$ cat src/rtl/core/tkss_pkg.sv
// Shared types and codes for the sorted top-K score table.
`timescale 1ns / 1ps

package tkss_pkg;

    // Defaults for the top-level parameters
    localparam int TABLE_DEPTH_DEF    = 10;
    localparam int CATEGORY_COUNT_DEF = 4;

    // Field widths fixed by the interface
    localparam int FUNC_W  = 2;
    localparam int CAT_W   = 2;
    localparam int SCORE_W = 64;
    localparam int TAG_W   = 16;
    localparam int SLOT_W  = 4;
    localparam int COUNT_W = 4;

    // Operation codes carried on func
    typedef enum logic [FUNC_W-1:0] {
        FUNC_INSERT = 2'd0,
        FUNC_CLEAR  = 2'd1,
        FUNC_READ   = 2'd2
    } func_t;

    // Sequencer states
    typedef enum logic [1:0] {
        ST_IDLE,
        ST_EXEC,
        ST_REPORT
    } state_t;

    // One stored table entry
    typedef struct packed {
        logic [SCORE_W-1:0] score;
        logic [TAG_W-1:0]   tag;
    } entry_t;

    // Control bundle from the sequencer
    typedef struct packed {
        logic busy;
        logic insert_en;
        logic clear_en;
        logic report_en;
    } ctrl_t;

endpackage

$ cat src/rtl/core/top_k_sorted_score_table.sv
// Top level of the per-category sorted top-K score table.
`timescale 1ns / 1ps

// Usage
// One command channel: an operation is taken at a rising edge with start high
// and busy low. func selects insert, clear of all tables, read of one rank, or a report only.
// Every transaction gives one result, shown for a single cycle with done high;
// the receiver must take it then, as there is no way to hold it off.
// Timing: done rises as busy drops, so the next transaction can be taken while
// the result is shown; no new transaction is taken while one is in progress.
// The pace is set by the update step of the cell chain: the accepting edge
// registers the command, every rank then compares and shifts in parallel in the
// update state, the report is registered from the updated tables in the report
// state, and the result is shown in the idle state.
// Each cell of the chain holds one rank of every category and passes its entry
// and compare result to the next rank down.
// Reset empties every table (all counts zero); stored scores keep no reset
// value and are never shown until written.

module top_k_sorted_score_table #(
    parameter int TABLE_DEPTH    = tkss_pkg::TABLE_DEPTH_DEF,
    parameter int CATEGORY_COUNT = tkss_pkg::CATEGORY_COUNT_DEF
) (
    input  logic                           clk,
    input  logic                           rst_n,
    input  logic                           start,
    output logic                           busy,
    input  logic [tkss_pkg::FUNC_W-1:0]    func,
    input  logic [tkss_pkg::CAT_W-1:0]     category,
    input  logic [tkss_pkg::SCORE_W-1:0]   score,
    input  logic [tkss_pkg::TAG_W-1:0]     tag,
    input  logic [tkss_pkg::SLOT_W-1:0]    slot,
    output logic                           done,
    output logic [tkss_pkg::SCORE_W-1:0]   threshold,
    output logic [tkss_pkg::COUNT_W-1:0]   entry_count,
    output logic                           kept,
    output logic                           entry_valid,
    output logic [tkss_pkg::SCORE_W-1:0]   entry_score,
    output logic [tkss_pkg::TAG_W-1:0]     entry_tag
);
    import tkss_pkg::*;

    localparam int CAT_IDX_W = (CATEGORY_COUNT > 1) ? $clog2(CATEGORY_COUNT) : 1;
    localparam int CNT_W     = $clog2(TABLE_DEPTH + 1);

    state_t state_reg, state_next;
    ctrl_t  ctrl;

    logic [FUNC_W-1:0]    func_reg;
    logic [CAT_IDX_W-1:0] cat_reg;
    logic                 cat_ok_reg;
    logic [SLOT_W-1:0]    slot_reg;
    entry_t               new_reg;
    logic                 kept_reg;

    logic [CNT_W-1:0] counts_reg  [CATEGORY_COUNT];
    logic [CNT_W-1:0] counts_next [CATEGORY_COUNT];
    logic [CNT_W-1:0] cnt_sel;

    entry_t cell_entry [TABLE_DEPTH];
    logic   cell_le    [TABLE_DEPTH];
    entry_t rd_entry;
    logic   rd_valid;
    logic   is_full;

    logic                 done_reg;
    logic [SCORE_W-1:0]   threshold_reg;
    logic [COUNT_W-1:0]   entry_count_reg;
    logic                 kept_out_reg;
    logic                 entry_valid_reg;
    logic [SCORE_W-1:0]   entry_score_reg;
    logic [TAG_W-1:0]     entry_tag_reg;

    // Sequencer state register
    always_ff @(posedge clk or negedge rst_n)
    begin
        if (!rst_n)
            state_reg <= ST_IDLE;
        else
            state_reg <= state_next;
    end

    // Advance through command, update and report
    always_comb
    begin
        state_next = state_reg;
        unique case (state_reg)
            ST_IDLE:   if (start) state_next = ST_EXEC;
            ST_EXEC:   state_next = ST_REPORT;
            ST_REPORT: state_next = ST_IDLE;
            default:   state_next = ST_IDLE;
        endcase
    end

    // Decode sequencer outputs
    always_comb
    begin
        ctrl = '0;
        unique case (state_reg)
            ST_IDLE:   ctrl.busy = 1'b0;
            ST_EXEC:
            begin
                ctrl.busy      = 1'b1;
                ctrl.insert_en = (func_reg == FUNC_INSERT) && cat_ok_reg;
                ctrl.clear_en  = (func_reg == FUNC_CLEAR);
            end
            ST_REPORT:
            begin
                ctrl.busy      = 1'b1;
                ctrl.report_en = 1'b1;
            end
            default:   ctrl = '0;
        endcase
    end

    assign busy = ctrl.busy;

    // Hold the command of the accepted transaction
    always_ff @(posedge clk)
    begin
        if (start && !ctrl.busy)
        begin
            func_reg      <= func;
            cat_reg       <= CAT_IDX_W'(category);
            cat_ok_reg    <= int'(category) < CATEGORY_COUNT;
            slot_reg      <= slot;
            new_reg.score <= score;
            new_reg.tag   <= tag;
        end
    end

    assign cnt_sel = counts_reg[cat_reg];

    // Chain of rank cells; rank zero has no neighbour above
    for (genvar i = 0; i < TABLE_DEPTH; i++)
    begin : g_cell
        entry_t prev_entry;
        logic   prev_le;

        if (i == 0)
        begin : g_head
            assign prev_entry = new_reg;
            assign prev_le    = 1'b0;
        end
        else
        begin : g_link
            assign prev_entry = cell_entry[i-1];
            assign prev_le    = cell_le[i-1];
        end

        tkss_cell #(
            .CATEGORY_COUNT (CATEGORY_COUNT),
            .TABLE_DEPTH    (TABLE_DEPTH),
            .INDEX          (i),
            .CAT_IDX_W      (CAT_IDX_W),
            .CNT_W          (CNT_W)
        ) u_cell (
            .clk        (clk),
            .insert_en  (ctrl.insert_en),
            .cat_idx    (cat_reg),
            .count      (cnt_sel),
            .new_entry  (new_reg),
            .prev_entry (prev_entry),
            .prev_le    (prev_le),
            .entry      (cell_entry[i]),
            .le         (cell_le[i])
        );
    end

    assign is_full = (cnt_sel == CNT_W'(TABLE_DEPTH));

    // Update fill counts: grow on a kept insert into a table that is not full, drop all on clear
    always_comb
    begin
        for (int c = 0; c < CATEGORY_COUNT; c++)
            counts_next[c] = counts_reg[c];
        if (ctrl.clear_en)
        begin
            for (int c = 0; c < CATEGORY_COUNT; c++)
                counts_next[c] = '0;
        end
        else if (ctrl.insert_en && cell_le[TABLE_DEPTH-1] && !is_full)
            counts_next[cat_reg] = cnt_sel + CNT_W'(1);
    end

    always_ff @(posedge clk or negedge rst_n)
    begin
        if (!rst_n)
        begin
            for (int c = 0; c < CATEGORY_COUNT; c++)
                counts_reg[c] <= '0;
        end
        else
        begin
            for (int c = 0; c < CATEGORY_COUNT; c++)
                counts_reg[c] <= counts_next[c];
        end
    end

    // Hold whether the insert entered the table
    always_ff @(posedge clk)
    begin
        if (state_reg == ST_EXEC)
            kept_reg <= ctrl.insert_en && cell_le[TABLE_DEPTH-1];
    end

    // Select the read rank from the chain
    always_comb
    begin
        rd_entry = '0;
        for (int i = 0; i < TABLE_DEPTH; i++)
        begin
            if (int'(slot_reg) == i)
                rd_entry = cell_entry[i];
        end
    end

    assign rd_valid = (func_reg == FUNC_READ) && cat_ok_reg && (int'(slot_reg) < int'(cnt_sel));

    // Result strobe
    always_ff @(posedge clk or negedge rst_n)
    begin
        if (!rst_n)
            done_reg <= 1'b0;
        else
            done_reg <= ctrl.report_en;
    end

    // Register the report from the updated tables
    always_ff @(posedge clk)
    begin
        if (ctrl.report_en)
        begin
            threshold_reg   <= (cat_ok_reg && is_full) ? cell_entry[TABLE_DEPTH-1].score : '0;
            entry_count_reg <= cat_ok_reg ? COUNT_W'(cnt_sel) : '0;
            kept_out_reg    <= kept_reg;
            entry_valid_reg <= rd_valid;
            entry_score_reg <= rd_valid ? rd_entry.score : '0;
            entry_tag_reg   <= rd_valid ? rd_entry.tag : '0;
        end
    end

    assign done        = done_reg;
    assign threshold   = threshold_reg;
    assign entry_count = entry_count_reg;
    assign kept        = kept_out_reg;
    assign entry_valid = entry_valid_reg;
    assign entry_score = entry_score_reg;
    assign entry_tag   = entry_tag_reg;

    // A result only follows the report step
    a_done_after_report: assert property (@(posedge clk) disable iff (!rst_n)
        done |-> $past(state_reg == ST_REPORT))
        else $error("result strobe without a report step");

    // busy only drops as a result is shown
    a_busy_drop: assert property (@(posedge clk) disable iff (!rst_n)
        $fell(busy) |-> done)
        else $error("busy dropped without a result");

    // A kept insert leaves a non-empty table
    a_kept_count: assert property (@(posedge clk) disable iff (!rst_n)
        (done && kept) |-> (entry_count != '0))
        else $error("kept insert reported with an empty table");

    // Fill count of the addressed category never passes the table depth
    a_count_bound: assert property (@(posedge clk) disable iff (!rst_n)
        ((state_reg != ST_IDLE) && cat_ok_reg) |-> (int'(cnt_sel) <= TABLE_DEPTH))
        else $error("fill count beyond table depth");

    // A valid read needs a non-zero count and no kept flag
    a_read_flags: assert property (@(posedge clk) disable iff (!rst_n)
        (done && entry_valid) |-> (!kept && (entry_count != '0)))
        else $error("inconsistent read result flags");

endmodule

$ cat src/rtl/core/tkss_cell.sv
// One rank of the sorted table chain, holding that rank for every category.
`timescale 1ns / 1ps

module tkss_cell #(
    parameter int CATEGORY_COUNT = tkss_pkg::CATEGORY_COUNT_DEF,
    parameter int TABLE_DEPTH    = tkss_pkg::TABLE_DEPTH_DEF,
    parameter int INDEX          = 0,
    parameter int CAT_IDX_W      = (CATEGORY_COUNT > 1) ? $clog2(CATEGORY_COUNT) : 1,
    parameter int CNT_W          = $clog2(TABLE_DEPTH + 1)
) (
    input  logic                 clk,
    input  logic                 insert_en,
    input  logic [CAT_IDX_W-1:0] cat_idx,
    input  logic [CNT_W-1:0]     count,
    input  tkss_pkg::entry_t     new_entry,
    input  tkss_pkg::entry_t     prev_entry,
    input  logic                 prev_le,
    output tkss_pkg::entry_t     entry,
    output logic                 le
);
    import tkss_pkg::*;

    entry_t store_reg [CATEGORY_COUNT];
    logic   valid;

    // Look up this rank of the addressed category
    assign entry = store_reg[cat_idx];
    assign valid = INDEX < int'(count);

    // New score ranks at or ahead of this entry
    assign le = !(valid && (entry.score > new_entry.score));

    // Take the neighbour's entry on a shift, or the new one at the insert point
    always_ff @(posedge clk)
    begin
        if (insert_en)
        begin
            if (prev_le)
                store_reg[cat_idx] <= prev_entry;
            else if (le)
                store_reg[cat_idx] <= new_entry;
        end
    end

endmodule

$ cat config.mk
export PLATFORM = sky130hd
export DESIGN_NAME = top_k_sorted_score_table
export DESIGN_NICKNAME = d
export VERILOG_FILES = /design/src/rtl/core/tkss_pkg.sv /design/src/rtl/core/top_k_sorted_score_table.sv /design/src/rtl/core/tkss_cell.sv
export SDC_FILE = /design/constraint.sdc
export NUM_CORES = 2
export LEC_CHECK = 0
export ABC_AREA = 1
export CAP_MARGIN = 20
export CORE_MARGIN = 2
export CORE_UTILIZATION = 30
export DETAILED_ROUTE_END_ITERATION = 7
export DONT_BUFFER_PORTS = 1
export PLACE_DENSITY_LB_ADDON = 0.25
export SYNTH_ARGS = -nofsm -noshare
export SYNTH_HDL_FRONTEND = slang
export SYNTH_SLANG_ARGS = --single-unit
$ cat constraint.sdc
create_clock -name clk -period 23.2 [get_ports clk]
set_clock_uncertainty 0.1 [all_clocks]
set_input_delay 0 -clock clk [delete_from_list [all_inputs] [get_ports clk]]
set_output_delay 0 -clock clk [all_outputs]
set_load 0.02 [all_outputs]
==> impl_results.md <==
- Routed vias: around 120k
- Biggest area consumer among synthesized cells: edfxtp_1
- Worst min-delay path class: input port to flop
- CP required: between 20 and 25 ns
- Clock Path Buffers: 4
- Async SR Flop Fraction: less than 1%
- Post-CTS Setup Bufs: 0
- Syn Area/Cell: 10.84 um^2
- Maxcap violations: 0
- Fmax: around 0.11 GHz
- # H-tree levels: 5
- Slew headroom: approximately a fifth
- Number of port buffers: 0
- Largest net degree at the start of global routing: 150
- Die height: 734.0 um
- Period utilisation layout: a little under two fifths
- Post-route ant nets: 0
- CTS tree: built
- Clk Latency, worst-skew pair: about 1.0 ns
- Core Area: around 530000 um^2
- Die area: about 540000 um^2
- Via density: around 5.4
- Tot Pwr: roughly 27 mW
- Final TNS setup: 0 ns
- Placer's final routability congestion estimate: between 0.9 and 1
- Synth top area share: between 60% and 70%
- Setup-failing EPs final: 0
- Hold_ws: between 0.07 and 0.08 ns
- Syn Inst Count: 14745
- Cts bufs inserted: around 380
- Seq cells post-synth: approximately 3500
- Post-synthesis sequential area ratio: roughly two thirds
- FP Rows: around 270
- Ys Warns: 0
- Arr. time, crit path: ~9.4 ns
- Met1 Track Usage GR: approximately a third
- 1st-iter DRT viols: roughly 16000
- Max VDD drop: 89.53 uV
- Hold-fix buffers, CTS: approximately 210
- M2 GR Usage: between 30% and 40%
- Worst-Margin Slew: about 1.2 ns
- Fraction of layout cells with a size suffix above 1: 6.829%
- Fin. max-slew vios: 0
- Max FFs per register: 3200
- Initial antenna violation count: 40
- WL/cell: around 28 um
- # IOs: between 200 and 250
- Initial Util: 30.06%
- GRT Total Usage: 22.00%
- Most common cell in the netlist: nand2_1
- Number of gates resized after CTS: 0
- Fin crit period: about 9 ns
- P_leak: roughly 66 nW
- Post-synth EDFFs: ~3400
- Worst setup EP type: flop
- Final WL: 619000 um
- Remaining Overflow, GRT: 0
- Synth area leaders: edfxtp_1 65%, nand2_1 8.1%, ha_1 5.1%, o21ai_0 4.4%, nor2_1 3.6%
- RSZ-0062 raised after global routing: no
- Clock transition at path regs: approximately 0.06 ns
- Synth unique cells: 46
- First-pass GRT wire length: between 800000 and 900000 um
- Clock Sinks: roughly 3500
- Status: finished, final reports clean
- P per Cell Area: 145.6 nW/um^2
- Chip width: around 730 um
- Area delta synth->final: 14.34%
- Most Crowded Layer GR: met1
- Synthesized net count: 15488
- Root Buffer: clkbuf_16
- Top FF cell, synth: edfxtp_1
- DRC viols: 0
- Detailed placement HPWL: 421700 um
- Met3 GRT Util: 6.553%
- CP Max Fanout: 107
- Crit path launch type: flop
- 1st-pass router iterations: 7
- Worst Path Class, Setup: flop to flop
- Most frequent cells after synthesis: 3464 x nand2_1, 3439 x edfxtp_1, 1548 x nor2_1
- Synthesized cell area: about 160000 um^2
- Fin. Hold Viols: 0
- Vias in the first global route: about 110k
- Final net count: 15478
path summary, 6_finish.rpt:
path	from	end	slack (ns)	depth (start not counted)
max	flop	g_cell[8].u_cell.store_reg[0][41]$_DFFE_PP_	14.30	21
min	tag[10]	g_cell[0].prev_entry[10]$_DFFE_PP_	0.07	2
max reg2reg	flop	g_cell[8].u_cell.store_reg[0][41]$_DFFE_PP_	14.30	21
min reg2reg	kept_reg$_DFFE_PN_	kept$_DFFE_PP_	0.32	0
max in group asynchronous	rst_n	counts_reg[5]$_DFFE_PN0P_	22.31	2
min in group asynchronous	rst_n	counts_reg[3]$_DFFE_PN0P_	0.09	2
critical path: stages, from the launching register on:
cell,delay (ns)
dfxtp_4,0.53
inv_8,0.37
buf_4,0.57
buf_4,0.54
buf_12,0.48
buf_12,0.42
o21ai_0,0.22
o22ai_1,0.32
ha_1,0.30
nand2_1,0.08
nor2_1,0.07
nand4_1,0.11
a21oi_1,0.08
nor2_1,0.33
nand2_1,0.11
nand2_1,0.07
nand2_1,0.12
nand2_8,0.36
nand2_1,0.59
a21oi_4,1.01
buf_4,0.53
buf_4,0.55
kinds of logic after synthesis:
kind of cell | Yosys count | share of synthesized area (%)
buf+inv | 1581 | 3.967
simple gates | 6144 | 15.96
fa+ha+maj | 652 | 5.103
flops | 3460 | 64.92
compound gates | 2906 | 10.04
xor+xnor | 2 | 0.01096
through the flow:
step / instance area (um^2) / setup WS [ns] / instances / utilization [%]
2_1_floorplan: 159900 / 15.37 / 14745 / -
3_3_place_gp: 168300 / 14.02 / 21150 / 31.65
3_5_place_dp: 168500 / 14.35 / 21159 / 31.69
4_1_cts: 182700 / 14.35 / 22068 / 34.35
5_1_grt: 182700 / 13.99 / 22083 / 34.36
6_report: 182800 / 14.30 / 22112 / 34.37
cells in the final DEF, fill, tap and decap left out, types with 383 or more instances in the layout:
master        n
clkbuf_16   383
nand2_1    3460
inv_1       563
o22ai_1     578
edfxtp_1   3439
nand4_1     694
a21oi_1     606
nor2_1     1538
o21ai_0    1393
ha_1        651
routing by layer:
layer | part of all wire [%] | up-vias | routed length [um]
met3 | 13 | 665 | 77810
li1 | - | 53097 | -
met2 | 40 | 6278 | 247600
met1 | 45 | 60172 | 277800
met4 | 2.5 | 16 | 15670
met5 | 0.021 | - | 127
where the power goes:
part           switching (mW)  internal [mW]  total, mW  leakage [nW]
Clock                    2.62           3.35       5.98          5.82
Combinational            8.73           2.71       11.4          28.7
Sequential              0.324           8.88       9.21          31.4
layout make-up:
type | instances | area, um^2
Antenna cell | 39 | 97.59
Timing Repair Buffer | 610 | 5404
Clock inverter | 227 | 2103
Multi-Input combinational cell | 9704 | 50510
Clock buffer | 469 | 9907
Fill cell | 52923 | 349000
Inverter | 583 | 2208
Sequential cell | 3460 | 103800
Tap cell | 7020 | 8783
Note: power is estimated with default switching activity, not from simulation.
